===== src/rtl/snc_pkg.sv =====
// snc_pkg: shared types and codes for the skeleton node classifier
// used by snc_ctrl, snc_datapath and the top level; depends on nothing
package snc_pkg;

    localparam int CFG_W   = 9;
    localparam int COORD_W = 8;
    localparam int COLOR_W = 8;
    localparam int COUNT_W = 4;
    localparam int KIND_W  = 2;

    localparam logic [COLOR_W-1:0] WHITE_LEVEL = 8'hFF;

    // configuration register indexes
    localparam logic REG_FRAME_WIDTH  = 1'b0;
    localparam logic REG_FRAME_HEIGHT = 1'b1;

    // request function codes
    localparam logic FUNC_WRITE    = 1'b0;
    localparam logic FUNC_CLASSIFY = 1'b1;

    // node kind codes
    localparam logic [KIND_W-1:0] KIND_NONE     = 2'd0;
    localparam logic [KIND_W-1:0] KIND_ENDPOINT = 2'd1;
    localparam logic [KIND_W-1:0] KIND_BRANCH   = 2'd2;

    typedef enum logic [1:0] {
        ROW_ABOVE  = 2'd0,
        ROW_CENTRE = 2'd1,
        ROW_BELOW  = 2'd2
    } snc_row_sel_t;

    typedef struct packed {
        logic         capture;
        logic         map_wr;
        logic         rd_en;
        snc_row_sel_t rd_sel;
        logic         cap_top;
        logic         cap_mid;
        logic         load_out;
    } snc_cmd_t;

    typedef struct packed {
        logic req_oor;
        logic req_write;
        logic out_free;
    } snc_status_t;

endpackage


===== src/rtl/snc_ctrl.sv =====
// snc_ctrl: request sequencer, one request at a time
// depends on snc_pkg for the command and status structs
module snc_ctrl (
    input  logic                aclk,
    input  logic                aresetn,
    input  logic                s_valid,
    output logic                s_ready,
    input  snc_pkg::snc_status_t status,
    output snc_pkg::snc_cmd_t    cmd
);

    typedef enum logic [3:0] {
        ST_IDLE   = 4'b0001,
        ST_RD_MID = 4'b0010,
        ST_RD_BOT = 4'b0100,
        ST_FINISH = 4'b1000
    } snc_state_t;

    snc_state_t state_reg, state_next;

    always_ff @(posedge aclk) begin
        if (!aresetn) begin
            state_reg <= ST_IDLE;
        end else begin
            state_reg <= state_next;
        end
    end

    always_comb begin
        state_next = state_reg;
        s_ready    = 1'b0;
        cmd        = '0;
        cmd.rd_sel = snc_pkg::ROW_CENTRE;
        unique case (state_reg)
            ST_IDLE: begin
                s_ready = 1'b1;
                if (s_valid) begin
                    cmd.capture = 1'b1;
                    if (status.req_oor) begin
                        state_next = ST_FINISH;
                    end else if (status.req_write) begin
                        cmd.map_wr = 1'b1;
                    end else begin
                        cmd.rd_en  = 1'b1;
                        cmd.rd_sel = snc_pkg::ROW_ABOVE;
                        state_next = ST_RD_MID;
                    end
                end
            end
            ST_RD_MID: begin
                cmd.cap_top = 1'b1;
                cmd.rd_en   = 1'b1;
                cmd.rd_sel  = snc_pkg::ROW_CENTRE;
                state_next  = ST_RD_BOT;
            end
            ST_RD_BOT: begin
                cmd.cap_mid = 1'b1;
                cmd.rd_en   = 1'b1;
                cmd.rd_sel  = snc_pkg::ROW_BELOW;
                state_next  = ST_FINISH;
            end
            ST_FINISH: begin
                // bottom row stays in the read register until the result slot frees
                if (status.out_free) begin
                    cmd.load_out = 1'b1;
                    state_next   = ST_IDLE;
                end
            end
            default: begin
                state_next = ST_IDLE;
            end
        endcase
    end

endmodule


===== config.mk =====
export PLATFORM = sky130hd
export DESIGN_NAME = snc_ctrl
export DESIGN_NICKNAME = d
export VERILOG_FILES = /design/src/rtl/snc_pkg.sv /design/src/rtl/snc_ctrl.sv
export SDC_FILE = /design/constraint.sdc
export NUM_CORES = 1
export LEC_CHECK = 0
export CORE_AREA = 2 2 39 41
export CTS_BUF_LIST = sky130_fd_sc_hd__clkbuf_8
export DETAILED_ROUTE_END_ITERATION = 8
export DIE_AREA = 0 0 41 43
export DONT_BUFFER_PORTS = 1
export PLACE_DENSITY_LB_ADDON = 0.08
export REMOVE_ABC_BUFFERS = 1
export SYNTH_ARGS = -nofsm -noshare
export SYNTH_HDL_FRONTEND = slang
export SYNTH_SLANG_ARGS = --single-unit

===== constraint.sdc =====
create_clock -name aclk -period 1.85 [get_ports aclk]
set_input_delay 0.37 -clock aclk [delete_from_list [all_inputs] [get_ports aclk]]
set_output_delay 0.37 -clock aclk [all_outputs]
set_load 0.01 [all_outputs]

==> results of run 1 <==
power by group through the flow:
stage | combinational (mW) | sequential, mW | clock [mW]
final | 0.0595 | 0.0953 | 0.181
after global routing | 0.0643 | 0.0961 | 0.189
after floorplan | 0.0291 | 0.0985 | 0
after global placement | 0.0516 | 0.0969 | 0
after CTS | 0.0525 | 0.0957 | 0.185
after detailed placement | 0.0516 | 0.0968 | 0
logic make-up after synthesis:
kind of cell | Yosys count
DFF | 4
and+or+nand+nor | 17
AOI/OAI and AO/OA | 4
buffers and inverters | 2
metrics by stage:
stage / setup slack (ns) / area, sq um
after global routing: 0.01006 / 382.9
after detailed placement: 0.1942 / 304.0
final: 0.06501 / 382.9
after floorplan: 0.003932 / 239.0
after CTS: 0.002438 / 350.3
after global placement: 0.1982 / 304.0
repair_timing:
action,in CTS,in global routing
endpoints found under the setup margin,2,2
hold buffers,0,0
hold endpoints to repair,0,0
pin swaps,1,2
resized for setup,1,6
cloned,0,0
buffers inserted,0,2
synthesized netlist by cell type:
cell,number,area (sq um)
and2_1,3,18.77
or3b_1,1,8.760
and4b_1,1,10.01
nor3_1,3,15.01
nor4b_2,2,30.03
a221o_1,1,10.01
a211o_1,1,8.760
nand3_1,1,5.000
nor2_1,2,7.510
o21ai_0,1,5.000
a21oi_1,1,5.000
or3_1,1,6.260
nor3b_1,1,7.510
nand3b_1,1,7.510
inv_1,2,7.510
dfxtp_1,4,80.08
nand2b_1,1,6.260
cell type report:
cell class | instances | area [sq um]
fill | 147 | 1001
multi-input combinational | 21 | 167.7
sequential | 4 | 86.33
timing repair buffer | 8 | 60.06
clock buffer | 3 | 41.29
tap | 16 | 20.02
inverter | 2 | 7.507
critical path, stage by stage (launching register included):
cell and delay [ns]:
dfxtp_4 0.34, nor4b_4 0.26, buf_4 0.19, and4b_1 0.25, or3_1 0.17
metal layers:
layer / routed length [um] / GRT usage (%) / vias to the layer above
met4: 18 / 10.00 / 0
met2: 300 / 10.63 / 12
met5: 0 / 0 / -
met3: 65 / 6.283 / 2
li1: - / - / 123
met1: 244 / 8.091 / 113
final timing paths:
check	end	slack (ns)	cells after the start
worst min-delay path	state_reg[1]	0.28	1
worst max-delay path	cmd[5]	0.07	4
worst min register to register	state_reg[2]	0.67	2
worst max register to register	state_reg[0]	0.35	3
==> results.py, run 1 <==
metrics = {
    "drt": {
        "first_pass_iters": 2,
        "wire_per_inst_um": 11.65,
        "viasPerCell": 4.630,
        "vias": 250,
        "drtAntennaViolNets": 0,
        "drc": 0,
        "first_iter_violations": 1,
        "wirelength_um": 629,
    },
    "layout": {
        "final_cell_mix": "8 x buf_4, 3 x nor3_1, 3 x clkbuf_8",
        "num_antenna_cells": 0,
        "nets": 46,
        "largest_reg_flops": 4,
        "layout-drive-gt1-share_pct": 47.37,
        "fin_util_pct": 27.67,
        "final_cells": 54,
        "syn_to_final_growth_pct": 60.21,
        "final_common_cell": "buf_4",
    },
    "timing": {
        "fin_crit_ns": 1.785,
        "fmaxAchievable_mhz": 560.2,
        "min_period_over_period_pct": 96.49,
        "slew_violations": 0,
        "worst_hold_slack_ns": 0.2830,
        "slew_headroom_pct": 71.02,
        "hold_viol_final": 0,
        "skew_ns": 0.001861,
        "setup_tns_ns": 0,
        "worst_pin_slew_ns": 0.4336,
        "rsz0062_at_grt": "false",
        "report.final.setup_viol": 0,
    },
    "power": {
        "p_int_mw": 0.2627,
        "seqPwrFrac_pct": 28.4,
        "switching_share_pct": 21.76,
        "power_switching_mw": 0.07305,
        "clock_power_share_pct": 53.9,
        "ir_drop_uv": 233.1,
        "comb_power_share_pct": 17.7,
        "total_power_mw": 0.3357,
        "leakage_nw": 0.1655,
        "powerDensity_nw_per_um2": 876.9,
    },
    "place": {
        "port_buffers": 0,
        "place_inst": 49,
        "place_hpwl_um": 478.5,
        "place.gp.congestion": 0.6674,
    },
    "synth": {
        "yosys_register_bits": 4,
        "yosys.area_share.simple_pct": 51.31,
        "yosysUniqueCellTypes": 17,
        "syn_area_per_cell_sq_um": 8.851,
        "muxShareOfSynthArea_pct": 0,
        "netlist_instances": 27,
        "synth_xor_area_share_pct": 0,
        "synth_top_family_by_area": "simple AND/OR/NAND/NOR gates",
        "synthAdderAreaFrac_pct": 0,
        "yosysWarnings": 0,
        "synth_area_sq_um": 239.0,
        "synth-seq-area-share_pct": 33.51,
        "synth_compound_area_share_pct": 12.04,
    },
    "floorplanning": {
        "die_area_sq_um": 1763,
        "core-area_sq_um": 1384,
        "pin_count": 15,
        "initial_core_util_pct": 17.27,
        "rows": 14,
        "die_x_um": 41,
        "die_h_um": 43,
    },
    "global_routing": {
        "grt_pass1_vias": 247,
        "antenna_found_initial": 0,
        "grt_pass1_wl_um": 917,
        "grt_max_degree": 7,
        "grt.overflow.total": 0,
        "grt.total_usage_pct": 8.652,
    },
    "setup_path": {
        "worstSetupPathType": "reg -> out",
        "cp.required_ns": 1.48,
        "worst_r2r_startpoint": "state_reg[3]",
        "worstSetupStartpoint": "state_reg[1]",
        "cp_data_arrival_time_ns": 1.41,
        "start_kind": "flop",
        "crit_fanout": 6,
        "end_kind": "primary output",
    },
    "clocking": {
        "cts_buffer_depth": 2,
        "cts_tree": "built",
        "root_buffer": "clkbuf_8",
        "clock-sinks": 4,
        "cts_buffers": 3,
        "htree_levels": 1,
        "clk_pin_slew_ns": 0.03,
        "clk_latency_ns": 0.22,
    },
    "outcome": {
        "status": "completed",
    },
    "job": {
        "maxCapViolCount": 0,
    },
    "hold_path": {
        "holdCritPathClass": "in -> reg",
        "min_from": "aresetn",
    },
}
Note: power is estimated with default switching activity, not from simulation.
==> run 2, diff against run 1 <==
--- a/config.mk
+++ b/config.mk
@@ -6,7 +6,6 @@
 export NUM_CORES = 1
 export LEC_CHECK = 0
 export CORE_AREA = 2 2 39 41
-export CTS_BUF_LIST = sky130_fd_sc_hd__clkbuf_8
 export DETAILED_ROUTE_END_ITERATION = 8
 export DIE_AREA = 0 0 41 43
 export DONT_BUFFER_PORTS = 1
==> run 2 against run 1 <==
Setup slack lost 0.015 ns; sequential power shrank 2%; clock skew grew 0.00062 ns; wire length shrank 1.4%; combinational power grew 3.5%; fmax shrank 0.84%; via count is the same; clock power shrank 43%.
==> results.py, run 2 (same netlist as run 1, synthesis figures left out) <==
metrics = {
    "floorplanning": {
        "die_h_um": 43,
        "initial_core_util_pct": 17.27,
        "die_x_um": 41,
        "pin_count": 15,
        "die_area_sq_um": 1763,
        "core-area_sq_um": 1384,
        "rows": 14,
    },
    "hold_path": {
        "holdCritPathClass": "in -> reg",
        "hold_path_end": "state_reg[2]",
        "hold_depth": 1,
        "min_from": "aresetn",
    },
    "layout": {
        "fin_util_pct": 26.85,
        "final_common_cell": "buf_4",
        "num_antenna_cells": 0,
        "syn_to_final_growth_pct": 55.50,
        "fillers": 148,
        "nets": 46,
        "largest_reg_flops": 4,
        "final_cell_mix": "8 x buf_4, 3 x nor3_1, 3 x clkbuf_4",
        "layout-drive-gt1-share_pct": 50.00,
        "stdcell_area_sq_um": 371.6,
    },
    "clocking": {
        "root_buffer": "clkbuf_4",
        "cts_buffers": 3,
        "clk_pin_slew_ns": 0.03,
        "htree_levels": 1,
        "clk_latency_ns": 0.23,
        "cts_buffer_depth": 2,
        "hold_buffers": 0,
        "clock-sinks": 4,
        "cts_tree": "built",
    },
    "drt": {
        "drtAntennaViolNets": 0,
        "wirelength_um": 620,
        "top_layer_used": "met3",
        "first_iter_violations": 4,
        "wire_per_inst_um": 11.48,
        "met2_wirelength_um": 320,
        "dr_wl_met3_um": 60,
        "viasPerCell": 4.630,
        "wl_met1_um": 240,
        "drc": 0,
        "vias": 250,
        "first_pass_iters": 2,
    },
    "timing": {
        "worst_pin_slew_ns": 0.4439,
        "slew_violations": 0,
        "min_period_over_period_pct": 97.30,
        "worst_hold_slack_ns": 0.2677,
        "skew_ns": 0.002482,
        "rsz0062_at_grt": "true",
        "slew_headroom_pct": 70.33,
        "hold_viol_final": 0,
        "fin_crit_ns": 1.800,
        "fmaxAchievable_mhz": 555.5,
        "report.final.setup_viol": 0,
    },
    "power": {
        "ir_drop_uv": 182.4,
        "powerDensity_nw_per_um2": 697.3,
        "leakage_nw": 0.1565,
        "total_power_mw": 0.2591,
    },
    "global_routing": {
        "grt.total_usage_pct": 8.249,
        "grt_max_degree": 7,
        "grt_pass1_vias": 247,
        "grt_pass1_wl_um": 897,
        "grt.overflow.total": 0,
        "antenna_found_initial": 0,
    },
    "setup_path": {
        "reg2reg_depth": 4,
        "end_kind": "primary output",
        "crit_fanout": 6,
        "cp.required_ns": 1.48,
        "worstSetupPathType": "reg -> out",
        "cp_data_arrival_time_ns": 1.43,
        "start_kind": "flop",
        "regToRegSetupSlack_ns": 0.28,
        "r2r_end": "state_reg[0]",
        "worst_r2r_startpoint": "state_reg[3]",
    },
    "place": {
        "place_hpwl_um": 478.5,
        "dpl_cell_area_sq_um": 304.0,
        "place.gp.congestion": 0.6674,
        "port_buffers": 0,
    },
    "job": {
        "maxCapViolCount": 0,
    },
    "outcome": {
        "status": "completed",
    },
}
[run 2: per-stage QoR]
| step | setup slack (ns) | cells | setup TNS, ns |
|---|---|---|---|
| after floorplan | 0.003932 | 27 | 0 |
| after global placement | 0.1982 | 49 | 0 |
| after detailed placement | 0.1942 | 49 | 0 |
| after CTS | 0.01122 | 52 | 0 |
| after global routing | -0.02409 | 54 | -0.02926 |
| final | 0.04994 | 54 | 0 |
[run 2: how the worst max path moves through the flow]
stage | from | endpoint | slack, ns
after floorplan | state_reg[1] | cmd[6] | 0.004
after global placement | state_reg[1] | cmd[6] | 0.20
after detailed placement | state_reg[1] | cmd[6] | 0.19
after CTS | state_reg[1] | cmd[5] | 0.01
after global routing | state_reg[3] | cmd[6] | -0.02
final | state_reg[3] | cmd[6] | 0.05
[run 2: report_power, final]
group | internal (mW) | leakage (nW) | switching [mW]
sequential | 0.0898 | 0.0347 | 0.00401
clock | 0.0722 | 0.0138 | 0.0314
combinational | 0.0346 | 0.108 | 0.0270
[run 2: final cells by class]
cell class                 count  area (sq um)  area share [%]
inverter                       2         7.507           2.020
sequential                     4         88.84           23.91
clock buffer                   3         22.52           6.061
tap                           16         20.02           5.387
timing repair buffer           8         60.06           16.16
multi-input combinational     21         172.7           46.46
[run 2: per-layer routing]
metal / track usage (%) / vias to the layer above
met5: 0 / -
met4: 10.00 / 0
met3: 4.712 / 0
met2: 10.94 / 9
met1: 7.443 / 117
li1: - / 124
[run 2: repair_timing]
action	4_1_cts	5_1_grt
gates cloned	0	0
setup buffers	0	2
resized for setup	4	5
pin swaps	0	2
endpoints found under the setup margin	2	2
hold endpoints to repair	0	0
[run 2: worst max-delay path: stages, from the launching register on]
cell	delay, ns
dfxtp_4	0.34
nor4b_4	0.26
buf_4	0.19
and2_4	0.14
nor3b_2	0.14
buf_4	0.13
==> run 3, diff against run 2 <==
--- a/config.mk
+++ b/config.mk
@@ -5,6 +5,7 @@
 export SDC_FILE = /design/constraint.sdc
 export NUM_CORES = 1
 export LEC_CHECK = 0
+export ABC_AREA = 1
 export CORE_AREA = 2 2 39 41
 export DETAILED_ROUTE_END_ITERATION = 8
 export DIE_AREA = 0 0 41 43
==> run 3 against run 2 <==
Worst hold slack improved by 0.012 ns; total power up 23%; via count rose by 8.0%; final area is 7.7% lower; final cell count rose by 22%; first-iteration DRC count is 50% lower; sequential share of layout area decreased by 0.55 points; setup slack improved by 0.22 ns; sequential cell count unchanged; critical path type unchanged.
==> results.py, run 3 <==
metrics = {
    "synth": {
        "yosys_register_bits": 4,
        "synth_edf_count": 0,
        "synthTopCellsByArea": "dfxtp_1 27%, inv_1 11%, nand2_2 10%",
        "ys.flop_type": "dfxtp_1",
        "synth-seq-area-share_pct": 26.67,
        "synthArstFlopShare_pct": 0,
        "synth_common_cells": "9 x inv_1, 7 x nand2_1, 7 x nor2_1, 5 x nand2_2, 4 x dfxtp_1",
        "syn_area_per_cell_sq_um": 6.389,
        "yosysTopAreaCell": "dfxtp_1",
        "netlist_instances": 47,
        "synth.top_cell.area_share_pct": 26.67,
        "synth_area_sq_um": 300.3,
        "yosysUniqueCellTypes": 14,
        "yosysWarnings": 0,
        "synth_most_common_cell": "inv_1",
    },
    "setup_path": {
        "worstPathCellList": "nor2_1 > nand3_2 > inv_2 > a21oi_2 > nand2_1",
        "r2r_end": "state_reg[0]",
        "cp_data_arrival_time_ns": 1.21,
        "reg2reg_depth": 4,
        "crit_family": "simple AND/OR/NAND/NOR gates",
        "worst_r2r_startpoint": "state_reg[3]",
        "crit_fanout": 4,
        "start_kind": "flop",
        "worstSetupPathType": "reg -> out",
        "cpMaxStageDelayCell": "dfxtp_1",
        "regToRegSetupSlack_ns": 0.86,
        "path_buf_inv": 1,
        "end_kind": "primary output",
        "cp.required_ns": 1.48,
        "slowest_delay_ns": 0.32,
    },
    "power": {
        "leakage_nw": 0.1972,
        "powerDensity_nw_per_um2": 926.8,
        "ir_drop_uv": 227.3,
    },
    "global_routing": {
        "antenna_found_initial": 0,
        "grt_pass1_wl_um": 1069,
        "grt_pass1_vias": 295,
        "grt.overflow.total": 0,
        "grt_max_degree": 5,
        "grt.total_usage_pct": 9.237,
    },
    "timing": {
        "worst_pin_slew_ns": 0.3637,
        "min_period_over_period_pct": 85.49,
        "setup_tns_ns": 0,
        "fin_crit_ns": 1.581,
        "hold_viol_final": 0,
        "slew_headroom_pct": 75.57,
        "slew_violations": 0,
        "worst_slack_ns": 0.2685,
        "skew_ns": 0.0002864,
        "fmaxAchievable_mhz": 632.3,
        "report.final.setup_viol": 0,
        "rsz0062_at_grt": "false",
    },
    "layout": {
        "final_cell_mix": "9 x inv_1, 7 x nor2_1, 7 x nand2_1",
        "final_common_cell": "inv_1",
        "num_antenna_cells": 0,
        "nets": 58,
        "layout-drive-gt1-share_pct": 34.00,
        "syn_to_final_growth_pct": 14.17,
        "stdcell_area_sq_um": 342.8,
        "largest_reg_flops": 4,
    },
    "place": {
        "dpl_cell_area_sq_um": 320.3,
        "dp_slack_ns": 0.4913,
        "place.gp.congestion": 0.6832,
        "port_buffers": 0,
        "place_hpwl_um": 551.4,
    },
    "floorplanning": {
        "pin_count": 15,
        "initial_core_util_pct": 21.70,
        "die_x_um": 41,
        "die_area_sq_um": 1763,
        "core-area_sq_um": 1384,
        "rows": 14,
        "die_h_um": 43,
    },
    "clocking": {
        "cts_tree": "built",
        "cts_buffer_depth": 2,
        "clk_pin_slew_ns": 0.04,
        "htree_levels": 1,
        "clk_latency_ns": 0.23,
        "root_buffer": "clkbuf_4",
        "post-cts-setup-buffer-count": 0,
        "cts_buffers": 3,
        "clock-sinks": 4,
        "cts-resized-gates": 0,
        "hold_buffers": 0,
    },
    "drt": {
        "vias": 270,
        "viasPerCell": 4.091,
        "wire_per_inst_um": 9.152,
        "drc": 0,
        "first_iter_violations": 2,
        "drtAntennaViolNets": 0,
        "wirelength_um": 604,
        "first_pass_iters": 3,
    },
    "hold_path": {
        "hold_depth": 2,
        "min_from": "aresetn",
        "holdCritPathClass": "in -> reg",
        "hold_path_end": "state_reg[3]",
    },
    "outcome": {
        "status": "completed",
    },
    "job": {
        "maxCapViolCount": 0,
    },
}
## run 3: stage by stage
step	utilization, %	hold WS, ns	power (mW)	cells
after floorplan	-	0.5026	0.2008	47
after global placement	23.15	0.5168	0.2176	63
after detailed placement	23.15	0.5163	0.2175	63
after CTS	24.77	0.2702	0.3269	66
after global routing	24.77	0.2896	0.3469	66
final	24.77	0.2795	0.3177	66
## run 3: layer usage
metal  up-vias  wire (um)  share of wire [%]  track usage [%]
met4         0          0                  0            8.000
met5         -          0                  0                0
met3         0         43                7.1            2.618
li1        148          -                  -                -
met2         9        297                 49            12.50
met1       113        263                 44            11.25
## run 3: worst max-delay path by stage
stage | start | end | slack (ns) | cells past startpoint
final | state_reg[0] | cmd[5] | 0.27 | 5
after global routing | state_reg[0] | cmd[6] | 0.15 | 4
after CTS | state_reg[0] | cmd[5] | 0.24 | 5
after detailed placement | state_reg[0] | cmd[5] | 0.49 | 5
after global placement | state_reg[0] | cmd[5] | 0.50 | 5
after floorplan | state_reg[0] | cmd[5] | 0.60 | 5
## run 3: where the power goes
group | switching [mW] | internal, mW
clock | 0.0317 | 0.0723
combinational | 0.0722 | 0.0355
sequential | 0.00990 | 0.0961
## run 3: logic make-up (layout without fill, tap and decap cells)
kind of cell | count (synthesis) | in the layout | synth area share, %
AOI/OAI and AO/OA | 1 | 1 | 2.917
buffers and inverters | 12 | 15 | 15.00
and+or+nand+nor | 30 | 30 | 55.42
DFF | 4 | 4 | 26.67
## run 3: layout make-up
| cell class | instances | area (sq um) |
|---|---|---|
| tap | 16 | 20.02 |
| clock buffer | 3 | 22.52 |
| sequential | 4 | 80.08 |
| multi-input combinational | 31 | 175.2 |
| inverter | 12 | 45.04 |
| fill | 160 | 1041 |
## run 3: worst reg2reg max path: stages, from the launching register on
cell	delay [ns]
dfxtp_1	0.34
nor2_1	0.17
nand3_1	0.17
nand4_1	0.14
nand2_1	0.05
